<file path="src/hw/rtl/gefa_pkg.sv">
// Shared types and constants for the gyro/encoder angle fusion block.
package gefa_pkg;

    localparam int CFG_ADDR_W = 4;
    localparam int CFG_DATA_W = 32;

    // Register indexes (paddr[3:2]).
    localparam logic [1:0] REG_RATE_STEP = 2'd0;
    localparam logic [1:0] REG_SMOOTHING = 2'd1;
    localparam logic [1:0] REG_CORR_GAIN = 2'd2;

    localparam logic [31:0] RATE_STEP_RST = 32'd97734361;
    localparam logic [15:0] SMOOTHING_RST = 16'd410;
    localparam logic [15:0] CORR_GAIN_RST = 16'd412;

    typedef struct packed {
        logic [31:0] rate_step;
        logic [15:0] smoothing;
        logic [15:0] corr_gain;
    } t_cfg;

    typedef enum logic [3:0] {
        S_IDLE,
        S_SEED,
        S_RATE,
        S_ERR,
        S_LPADD,
        S_CDIFF,
        S_CMUL,
        S_CADD,
        S_DONE
    } t_state;

    typedef enum logic [1:0] {
        MUL_NONE,
        MUL_RATE,
        MUL_DIFF_SMOOTH,
        MUL_DIFF_WEIGHT
    } t_mul_sel;

    typedef enum logic [1:0] {
        ACC_NONE,
        ACC_ANGLE,
        ACC_LOWPASS
    } t_acc_sel;

    typedef enum logic [1:0] {
        DIFF_NONE,
        DIFF_ERR,
        DIFF_CORR
    } t_diff_sel;

    typedef struct packed {
        logic      capture;
        logic      seed;
        t_diff_sel diff_sel;
        t_mul_sel  mul_sel;
        t_acc_sel  acc_sel;
        logic      load_out;
    } t_dp_cmd;

    typedef struct packed {
        logic seeded;
        logic enc_ok;
        logic rate_ok;
    } t_dp_status;

endpackage

</file>
<file path="src/hw/rtl/gefa_regs.sv">
// APB-style configuration registers.
module gefa_regs
    import gefa_pkg::*;
(
    input  logic                  i_clk,
    input  logic                  i_rst_n,
    input  logic                  psel,
    input  logic                  penable,
    input  logic                  pwrite,
    input  logic [CFG_ADDR_W-1:0] paddr,
    input  logic [CFG_DATA_W-1:0] pwdata,
    output logic [CFG_DATA_W-1:0] prdata,
    output logic                  pready,
    output t_cfg                  o_cfg
);

    t_cfg       r_cfg;
    logic       wr_en;
    logic [1:0] reg_idx;

    assign pready  = 1'b1;
    assign wr_en   = psel & penable & pwrite;
    assign reg_idx = paddr[3:2];
    assign o_cfg   = r_cfg;

    always_ff @(posedge i_clk) begin
        if (!i_rst_n) begin
            r_cfg.rate_step <= RATE_STEP_RST;
            r_cfg.smoothing <= SMOOTHING_RST;
            r_cfg.corr_gain <= CORR_GAIN_RST;
        end else if (wr_en) begin
            unique case (reg_idx)
                REG_RATE_STEP: r_cfg.rate_step <= pwdata;
                REG_SMOOTHING: r_cfg.smoothing <= pwdata[15:0];
                REG_CORR_GAIN: r_cfg.corr_gain <= pwdata[15:0];
                default: ;
            endcase
        end
    end

    always_comb begin
        unique case (reg_idx)
            REG_RATE_STEP: prdata = r_cfg.rate_step;
            REG_SMOOTHING: prdata = {16'd0, r_cfg.smoothing};
            REG_CORR_GAIN: prdata = {16'd0, r_cfg.corr_gain};
            default:       prdata = '0;
        endcase
    end

endmodule

</file>
<file path="config.mk">
export PLATFORM = sky130hd
export DESIGN_NAME = gefa_regs
export DESIGN_NICKNAME = d
export VERILOG_FILES = /design/src/hw/rtl/gefa_pkg.sv /design/src/hw/rtl/gefa_regs.sv
export SDC_FILE = /design/constraint.sdc
export NUM_CORES = 1
export LEC_CHECK = 0
export BUFFER_PORTS_ARGS = -buffer_cell sky130_fd_sc_hd__buf_4
export CAP_MARGIN = 30
export CORE_ASPECT_RATIO = 1.1
export CORE_MARGIN = 2
export CORE_UTILIZATION = 36
export CTS_BUF_LIST = sky130_fd_sc_hd__clkbuf_16
export DETAILED_ROUTE_END_ITERATION = 16
export PLACE_DENSITY = 0.7
export SYNTH_ARGS = -nofsm -noshare
export SYNTH_HDL_FRONTEND = slang
export SYNTH_SLANG_ARGS = --single-unit
export TNS_END_PERCENT = 10
</file>
<file path="constraint.sdc">
create_clock -name i_clk -period 2.4 [get_ports i_clk]
set_input_delay 0.24 -clock i_clk [delete_from_list [all_inputs] [get_ports i_clk]]
set_output_delay 0.24 -clock i_clk [all_outputs]
set_load 0.02 [all_outputs]
</file>
# Word level (Yosys, flattened, before mapping)
# Cells that the tools add are included.
# classes
n_eq_ne	2
muxes	1
bitwise_logic	2
reduce_logical	4
# ops
cell	n
$pmux W32 S3	1
$reduce_and A2 Y1	3
$and A1 B1 Y1	2
$eq A2 B1 Y1 const B	1
$eq A2 B2 Y1 const B	1
$logic_not A2 Y1	1
# totals
reg_bits	64
in_bits	41
output_inout_bits	97

# Longest topological paths before layout
# depth
depth_word	3
ltp_mapped	6
depth_no_buf	3

# Worst setup path after synthesis
# Ideal clock, no wire load.
# synth_path
kind	input port to output port
startpoint	input port paddr[3]
endpoint	output port prdata[0]
t_arrival_ps	1259
setup_slack_ps	901
cell_stages	4
cell_sequence	buf_4 -> buf_2 -> mux2i_1 -> o21ai_0
# synth_via
elab_chain_len	2
word_cells_on_any_way	4
classes_between	eq/ne: 2; mux: 1; reduce/logical: 1
# synth_rtl
item	line_no	text
start, declared	gefa_regs.sv:10	input logic [CFG_ADDR_W-1:0] paddr,
$eq A2 B2 Y1, or another cell as far along	gefa_regs.sv:42	unique case (reg_idx)
$pmux W32 S3 (*)	gefa_regs.sv:42	
end, declared	gefa_regs.sv:12	output logic [CFG_DATA_W-1:0] prdata,
# Every way passes the cells marked *; elsewhere a longest branch is shown, timed or not.

# Worst setup path after layout
# layout_path
startpoint	input port paddr[3]
endpoint	output port prdata[8]
# Same word-level chain as after synthesis.

==> impl_metrics.toml <==
[synthesis]
synth_ff_type = "dfxtp_1"
synth_enable_flop_cells = 0
yosysUniqueCellTypes = 24
yosys-top-cells-area = "dfxtp_1 (43%), mux2i_1 (18%), nand2_1 (9.8%), o211ai_1 (5.1%), o21ai_0 (3.6%)"
ys_warn_count = 0
syn_area_um2 = 2950
synth_top_area_share_pct = 43.4
ys_async_sr_fraction_pct = 0
synth_most_common_cell = "nand2_1"
ys_seq_area_share_pct = 43.4
ys_top_cells_by_count = "nand2_1 (77), dfxtp_1 (64), mux2i_1 (54)"
synth_nets = 387
syn_area_per_cell_um2 = 8.54
synth-seq-cells = 64
synth_top_area_cell = "dfxtp_1"
synthCells = 346

[cts]
clk_pin_slew_ns = 0.05
post_cts_buffers = 0
cts_buffers = 9
cts_hold_buffers = 0
h-tree-depth = 3
tritoncts = "yes"
root_buffer = "clkbuf_16"
post_cts_resized = 0
clk_path_buf_depth = 2
clk_latency_ns = 0.32
cts_num_sinks = 64

[pwr]
totalPowerFinal_w = 0.00261
peakVddDrop_v = 0.000330
power_leakage_nw = 2.08
powerDensity_nw_per_um2 = 609

[critical_path]
cp-end-kind = "output port"
slowest_stage = "nor2b_2"
cp_data_required_time_ns = 2.16
cp_max_fo = 27
cpPeakStageDelay_ns = 0.46
critPathTopFamily = "buffers and inverters"
cpMostUsedCell = "buf_4"
critPathArrivalTime_ns = 1.56
crit_path_start_kind = "input pin"
crit_type = "in2out"
critPathBufInv = 3
crit_chain = "buf_4 > nor2b_2 > buf_4 > nand2_1 > o21ai_0 > buf_4"
rrSetupSlack_ns = 1.63

[global_routing]
grt_max_degree = 90
grt_pass1_wl_um = 13700
grt-ovfl-total = 0
grt_usage_pct = 18.9
first_global_vias = 2700
grt_antenna_before_repair = 0

[floorplanning]
num_rows = 34
start_util_pct = 37.1
dieArea_um2 = 8950
dieWidth_um = 90.4
die_y_um = 99.0
ios = 138
placeableCoreArea_um2 = 7960

[timing]
finClkSkew_ns = 0
fmax_ghz = 0.555
finalSetupViolations = 0
worst_slew_pin_slew_ns = 0.929
hold_viol = 0
worst_slew_margin_rel_pct = 38.0
rsz0062_at_grt = "false"
slew_viol_final = 0
setup-tns-final_ns = 0
fin_crit_ns = 1.80
finalCritPeriodShare_pct = 75.1

[placed_design]
port_buffers = 134
place_hpwl_um = 5840
place.gp.congestion = 0.732

[status]
status = "complete, no violations"

[job]
maxCapViolCount = 0

[cells_and_area]
layout-drive-gt1-share_pct = 33.6
nNetsFinal = 513
num_antenna_cells = 0
largest_reg_flops = 64
area_delta_synth_final_pct = 45.2
fillers = 761
multi_input_area_um2 = 1440
seq_area_um2 = 1280

[hold_path]
hold_path_class = "in2reg"

[detailed_routing]
viasPerCell = 4.78
wl_per_cell_um = 14.6
num_vias = 2792
wirelength_um = 8550
ant_nets = 0
drtPass1Iterations = 4
first_iter_violations = 61
route.detailed.drc = 0
cell usage in the layout, fill, tap and decap left out:
cell,n
buf_4,144
nand2_1,77
dfxtp_1,64
mux2i_1,54
o21ai_0,21
inv_1,20
o211ai_1,20
nand3_1,16
a21oi_1,12
and2_1,10
clkbuf_16,9
nor3_1,7
nand2b_1,6
nor2b_1,3
clkinv_1,3
clkinv_2,2
nor2b_2,1
nor2_2,1
nor3_4,1
and3_1,1
nand2b_4,1
or2_1,1
conb_1,1
bufinv_16,1
power by group:
group	internal (W)	leakage [nW]	switching, W	total, W
Clock	0.000782	0.138	0.000431	0.00121
Sequential	0.00108	0.518	0.0000125	0.00109
Combinational	0.000131	1.42	0.000176	0.000307
path summary, 6_finish.rpt:
| check | startpoint | cells after the start | to |
|---|---|---|---|
| max reg2reg | o_cfg[19]$_SDFFE_PN1P_ | 3 | o_cfg[19]$_SDFFE_PN1P_ |
| min reg2reg | o_cfg[63]$_SDFFE_PN0P_ | 2 | o_cfg[63]$_SDFFE_PN0P_ |
| max | paddr[3] | 6 | prdata[8] |
| min | pwdata[22] | 3 | o_cfg[54]$_SDFFE_PN1P_ |
cell type report:
class	instances	area share, %
clock buffers	9	5.25
clock inverters	6	1.20
inverters	20	1.75
multi-input cells	233	33.6
flip-flops and latches	64	29.9
well taps	108	3.15
repair buffers	144	25.2
tightest hold or removal path, delay by kind of cell:
| family | cells | cell delay [ns] |
|---|---|---|
| AOI/OAI and AO/OA | 1 | 0.08 |
| buffers and inverters | 1 | 0.07 |
| and+or+nand+nor | 1 | 0.05 |
per-stage QoR:
stage / worst slack (ns) / utilization (%) / cell area (um2) / cells / hold WS, ns
2_1_floorplan: 0.901 / - / 2950 / 346 / 0.382
3_3_place_gp: 0.587 / 50.4 / 4010 / 569 / 0.454
3_5_place_dp: 0.571 / 50.4 / 4010 / 569 / 0.464
4_1_cts: 0.568 / 53.9 / 4290 / 584 / 0.166
5_1_grt: 0.468 / 53.9 / 4290 / 584 / 0.175
6_report: 0.598 / 53.9 / 4290 / 584 / 0.169
cell families after synthesis:
kind of cell	Yosys count	share of synthesized area (%)
compound gates	53	10.7
buf+inv	49	8.17
flops	64	43.4
mux	54	18.3
other cells	1	0.127
simple gates	125	19.4
metal layers:
layer / global-route usage (%) / vias to the layer above / share of wire (%)
met3: 4.89 / 7 / 6.1
met4: 6.15 / 0 / 0.84
met2: 31.2 / 88 / 49
met5: 0 / - / 0
li1: - / 1406 / -
met1: 24.3 / 1291 / 45
(Power assumes the default switching activity.)
