--- src/hw/rtl/gefa_pkg.sv ---
// Shared types and constants for the gyro/encoder angle fusion block.
package gefa_pkg;

    localparam int CFG_ADDR_W = 4;
    localparam int CFG_DATA_W = 32;

    // Register indexes (paddr[3:2]).
    localparam logic [1:0] REG_RATE_STEP = 2'd0;
    localparam logic [1:0] REG_SMOOTHING = 2'd1;
    localparam logic [1:0] REG_CORR_GAIN = 2'd2;

    localparam logic [31:0] RATE_STEP_RST = 32'd97734361;
    localparam logic [15:0] SMOOTHING_RST = 16'd410;
    localparam logic [15:0] CORR_GAIN_RST = 16'd412;

    typedef struct packed {
        logic [31:0] rate_step;
        logic [15:0] smoothing;
        logic [15:0] corr_gain;
    } t_cfg;

    typedef enum logic [3:0] {
        S_IDLE,
        S_SEED,
        S_RATE,
        S_ERR,
        S_LPADD,
        S_CDIFF,
        S_CMUL,
        S_CADD,
        S_DONE
    } t_state;

    typedef enum logic [1:0] {
        MUL_NONE,
        MUL_RATE,
        MUL_DIFF_SMOOTH,
        MUL_DIFF_WEIGHT
    } t_mul_sel;

    typedef enum logic [1:0] {
        ACC_NONE,
        ACC_ANGLE,
        ACC_LOWPASS
    } t_acc_sel;

    typedef enum logic [1:0] {
        DIFF_NONE,
        DIFF_ERR,
        DIFF_CORR
    } t_diff_sel;

    typedef struct packed {
        logic      capture;
        logic      seed;
        t_diff_sel diff_sel;
        t_mul_sel  mul_sel;
        t_acc_sel  acc_sel;
        logic      load_out;
    } t_dp_cmd;

    typedef struct packed {
        logic seeded;
        logic enc_ok;
        logic rate_ok;
    } t_dp_status;

endpackage

--- src/hw/rtl/gefa_ctrl.sv ---
// Sequencing state machine and output handshake.
module gefa_ctrl
    import gefa_pkg::*;
(
    input  logic       i_clk,
    input  logic       i_rst_n,
    input  logic       i_in_valid,
    output logic       o_in_ready,
    output logic       o_out_valid,
    input  logic       i_out_ready,
    input  t_dp_status i_status,
    output t_dp_cmd    o_cmd
);

    t_state r_state;
    t_state n_state;
    logic   r_out_valid;
    logic   n_out_valid;

    always_ff @(posedge i_clk) begin
        if (!i_rst_n) begin
            r_state     <= S_IDLE;
            r_out_valid <= 1'b0;
        end else begin
            r_state     <= n_state;
            r_out_valid <= n_out_valid;
        end
    end

    always_comb begin
        n_state = r_state;
        unique case (r_state)
            S_IDLE:  if (i_in_valid) n_state = i_status.seeded ? S_RATE : S_SEED;
            S_SEED:  n_state = S_DONE;
            S_RATE:  n_state = S_ERR;
            S_ERR:   n_state = i_status.enc_ok ? S_LPADD : S_DONE;
            S_LPADD: n_state = S_CDIFF;
            S_CDIFF: n_state = S_CMUL;
            S_CMUL:  n_state = S_CADD;
            S_CADD:  n_state = S_DONE;
            S_DONE:  if (!r_out_valid || i_out_ready) n_state = S_IDLE;
            default: n_state = S_IDLE;
        endcase
    end

    always_comb begin
        o_cmd          = '0;
        o_cmd.diff_sel = DIFF_NONE;
        o_cmd.mul_sel  = MUL_NONE;
        o_cmd.acc_sel  = ACC_NONE;
        o_in_ready     = 1'b0;
        unique case (r_state)
            S_IDLE: begin
                o_in_ready    = 1'b1;
                o_cmd.capture = i_in_valid;
            end
            S_SEED: o_cmd.seed = i_status.enc_ok;
            S_RATE: begin
                o_cmd.mul_sel  = MUL_RATE;
                o_cmd.diff_sel = DIFF_ERR;
            end
            S_ERR: begin
                o_cmd.acc_sel = i_status.rate_ok ? ACC_ANGLE : ACC_NONE;
                o_cmd.mul_sel = MUL_DIFF_SMOOTH;
            end
            S_LPADD: o_cmd.acc_sel  = ACC_LOWPASS;
            S_CDIFF: o_cmd.diff_sel = DIFF_CORR;
            S_CMUL:  o_cmd.mul_sel  = MUL_DIFF_WEIGHT;
            S_CADD:  o_cmd.acc_sel  = ACC_ANGLE;
            S_DONE:  o_cmd.load_out = !r_out_valid || i_out_ready;
            default: ;
        endcase
    end

    always_comb begin
        if (o_cmd.load_out) begin
            n_out_valid = 1'b1;
        end else if (i_out_ready) begin
            n_out_valid = 1'b0;
        end else begin
            n_out_valid = r_out_valid;
        end
    end

    assign o_out_valid = r_out_valid;

endmodule

--- config.mk ---
export PLATFORM = sky130hd
export DESIGN_NAME = gefa_ctrl
export DESIGN_NICKNAME = d
export VERILOG_FILES = /design/src/hw/rtl/gefa_pkg.sv /design/src/hw/rtl/gefa_ctrl.sv
export SDC_FILE = /design/constraint.sdc
export NUM_CORES = 1
export LEC_CHECK = 0
export BUFFER_PORTS_ARGS = -buffer_cell sky130_fd_sc_hd__buf_2
export CAP_MARGIN = 20
export CORE_AREA = 2 2 39 41
export CTS_CLUSTER_DIAMETER = 30
export DETAILED_ROUTE_END_ITERATION = 10
export DIE_AREA = 0 0 41 43
export SETUP_SLACK_MARGIN = 0.5
export SLEW_MARGIN = 20
export SYNTH_ARGS = -nofsm -noshare
export SYNTH_HDL_FRONTEND = slang
export SYNTH_SLANG_ARGS = --single-unit
export TNS_END_PERCENT = 20
--- constraint.sdc ---
create_clock -name i_clk -period 1 [get_ports i_clk]
set_input_delay 0 -clock i_clk [delete_from_list [all_inputs] [get_ports i_clk]]
set_output_delay 0 -clock i_clk [all_outputs]
set_load 0.01 [all_outputs]
; Yosys cells after proc, flatten, opt, wreduce, memory -nomap -nowiden
; Index checks and enable logic that the tools add are counted.
[op_classes]
n_eq_ne = 10
mux = 15
n_reduce_logical = 6
[op_table]
columns = cell, n
row1 = case mux 4 bit (8 select lines), 1
row2 = equality test 4 x 3 -> 1 bit (second input constant), 4
row3 = two-way mux 4 bit, 3
row4 = case mux 2 bit (3 select lines), 2
row5 = equality test 4 x 2 -> 1 bit (second input constant), 2
row6 = two-way mux 1 bit, 7
row7 = equality test 4 x 1 -> 1 bit (second input constant), 1
row8 = equality test 4 bit (second input constant), 1
row9 = logical NOT 4 bit, 1
row10 = != test 2 bit (second input constant), 2
row11 = case mux 2 bit (2 select lines), 1
row12 = two-way mux 2 bit, 1
row13 = AND reduction 2 bit, 1
row14 = nonzero test 2 bit, 1
row15 = OR reduction 2 bit, 1
row16 = logical NOT 1 bit, 1
row17 = logical OR 1 bit, 1
[word_totals]
regBits = 5
inputBits = 7
out_inout_bits = 11
elab_cells = 33

; Longest topological paths before layout
[logic_depth]
ltp_word = 4
depth_mapped = 4
depth_no_buf = 3

; Worst setup path before layout
; OpenSTA, ideal clock, no wires.
[synth_path]
kind = register -> output
startpoint = register r_state[1]
endpoint = output o_cmd[8] (netlist bit)
arrival_time_ps = 1067
required_ps = 1000
path_slack_ps = -67
stages_incl_launch_ff = 4
n_path_buf = 1
cell_sequence = dfxtp_1 buf_6 nor4_2 and2_1
[synth_rtl]
columns = item, line_no
row1 = "start, declared", gefa_ctrl.sv:15  ; t_state r_state;
row2 = "start signal, assigned", gefa_ctrl.sv:25  ; r_state <= n_state;
row3 = "end, declared", gefa_ctrl.sv:12  ; output t_dp_cmd o_cmd

==> results.cfg <==
[setup_path]
worstPathMaxFanout = 5
crit_type = register to primary output
r2r.worst_path.cells = 5
worstSetupStartpointType = register
critPathArrivalTime_ps = 1180
startpoint = r_state[1]
endpoint_kind = primary output
crit_required_ps = 1000
r2r-start = r_state[2]

[global_route]
grt_max_degree = 7
grt_usage_pct = 12.7
antenna_found_initial = 0
global_route.overflow_total = 0
grt_pass1_vias = 369
grt_pass1_wl_um = 1520

[finish]
fillCellCount = 131
area_growth_pct = 86.3
postLayoutCellArea_sq_um = 713
diodes = 0
postLayoutCoreUtil_pct = 51.5
final_cell_mix = 15 x buf_2, 9 x buf_6, 6 x buf_4
nets = 81
layout_commonest_cell = buf_2
drive_above_1_share_pct = 72.6

[timing]
slew_violations = 0
fin_skew_ps = 0.413
period_share_pct = 118
setup_ws_ps = -178
hold_ws_ps = -3.66
fmax_mhz = 849
worst_pin_slew_ps = 221
setup_viol = 14
setup_tns_ps = -1420
hold_violations = 1
relSlewSlack_pct = 85.2
period_needed_ps = 1180
rsz0062_at_grt = yes

[die]
initial_utilization_pct = 27.7
core_region_area_sq_um = 1380
dieArea_sq_um = 1760
die_h_um = 43
fp-row-count = 14
die_x_um = 41
ios = 18

[logic_synthesis]
yosysWarnings = 0
ys_types = 24
yosysTopAreaCellShare_pct = 26.1
synth.area.top_cells = dfxtp_1 26%, nor4b_4 6.2%, buf_6 5.9%
ys_ff_latch = 5
synth_top_area_cell = dfxtp_1
syn_inst = 42
ys_seq_area_share_pct = 26.1
avgSynthCellArea_sq_um = 9.12
syn_nets = 49
syn-cell-area_sq_um = 383

[pwr]
ir_worst_vdd_mv = 0.629
leakage_nw = 0.316
power_density_nw_per_um2 = 1110
power_mw = 0.792

[routing]
drc = 0
wl_per_cell_um = 11.5
ant_nets = 0
drt_iter0_markers = 6
vias = 421
wl_um = 1030
viasPerCell = 4.73
first_pass_iters = 2

[run]
drv_cap = 0

[clocking]
clock_sinks = 5
cts-buffers-inserted = 3
cts-htree-levels = 1
clockBufferDepth = 2
clk-insertion-delay-late_ps = 240
clkTransAtPathRegs_ps = 40
cts_tree = done
cts_root_buffer = clkbuf_4

[worst_hold_path]
whs_path_depth = 2
hold_start = i_rst_n
hold_class = input pin to register

[placement]
gp_congestion = 0.707
port_buffers = 17
post-place-ws_ps = -2.71
placed_cell_area_sq_um = 531
place_hpwl_um = 644

[outcome]
violations = hold timing, setup timing
status = finished, violations left
## layout make-up
class	instances	area, sq um	area share, %
sequential	5	115	16.1
tap	16	20.0	2.81
inverter	1	3.75	0.526
multi-input combinational	32	307	43.0
clock buffer	4	26.3	3.68
timing repair buffer	31	241	33.9
## worst max-delay path, stage by stage (launching register included)
cell and delay, ps:
dfxtp_4 370, nor4b_4 280, nor2b_1 150, buf_2 130
## final timing paths
| kind | endpoint | slack [ps] |
|---|---|---|
| worst max register to register | r_state[2] | -130 |
| worst min-delay path | o_out_valid | -4 |
| worst max-delay path | o_cmd[0] | -180 |
| worst min register to register | r_state[3] | 590 |
## kinds of logic (layout without fill, tap and decap cells)
family | count (synthesis) | in the layout | share of synthesized area [%]
simple gates | 26 | 26 | 49.7
flops | 5 | 5 | 26.1
xor+xnor | 1 | 1 | 2.29
compound gates | 5 | 5 | 11.1
buf+inv | 5 | 36 | 10.8
## synth_stat cells
cell type	count
nor4b_1	2
inv_1	1
and4bb_2	1
nor3b_1	1
dfxtp_1	5
a221oi_2	1
nor2b_1	2
nand2_1	2
a21boi_1	1
a21oi_1	1
buf_4	2
and2_1	1
nand3b_1	3
buf_6	2
nand2b_1	3
nor3_1	2
xnor2_1	1
nor4b_4	1
nor2_1	5
a211oi_1	1
nand4b_1	1
nor4_2	1
o21a_1	1
and4b_2	1
## metal layers
metal  up-vias  wire length, um  GRT usage (%)
li1        213                -              -
met1       198              430           14.8
met2         8              553           20.3
met3         2               24           3.14
met4         0               17           6.00
met5         -                0              0
## metrics by stage
step,std cells,hold WS [ps]
2_1_floorplan,42,118
5_1_grt,89,2.30
3_3_place_gp,76,243
4_1_cts,88,-1.25
6_report,89,-3.66
3_5_place_dp,76,249
## flip-flops by register name (all words and copies together), names as in the netlist
register and flops:
r_state 4, o_out_valid 1
## repair_timing
action,in CTS,in global routing
gates resized for setup,8,11
hold endpoints to repair,1,0
setup buffers,8,1
endpoints found under the setup margin,16,16
pin swaps,3,5
## report_power, final
part | leakage [nW] | switching, mW | internal, mW
clock network | 0.0150 | 0.0847 | 0.151
registers | 0.0437 | 0.0337 | 0.214
logic | 0.257 | 0.124 | 0.185
total | 0.316 | 0.242 | 0.550
Note: power is estimated with default switching activity, not from simulation.
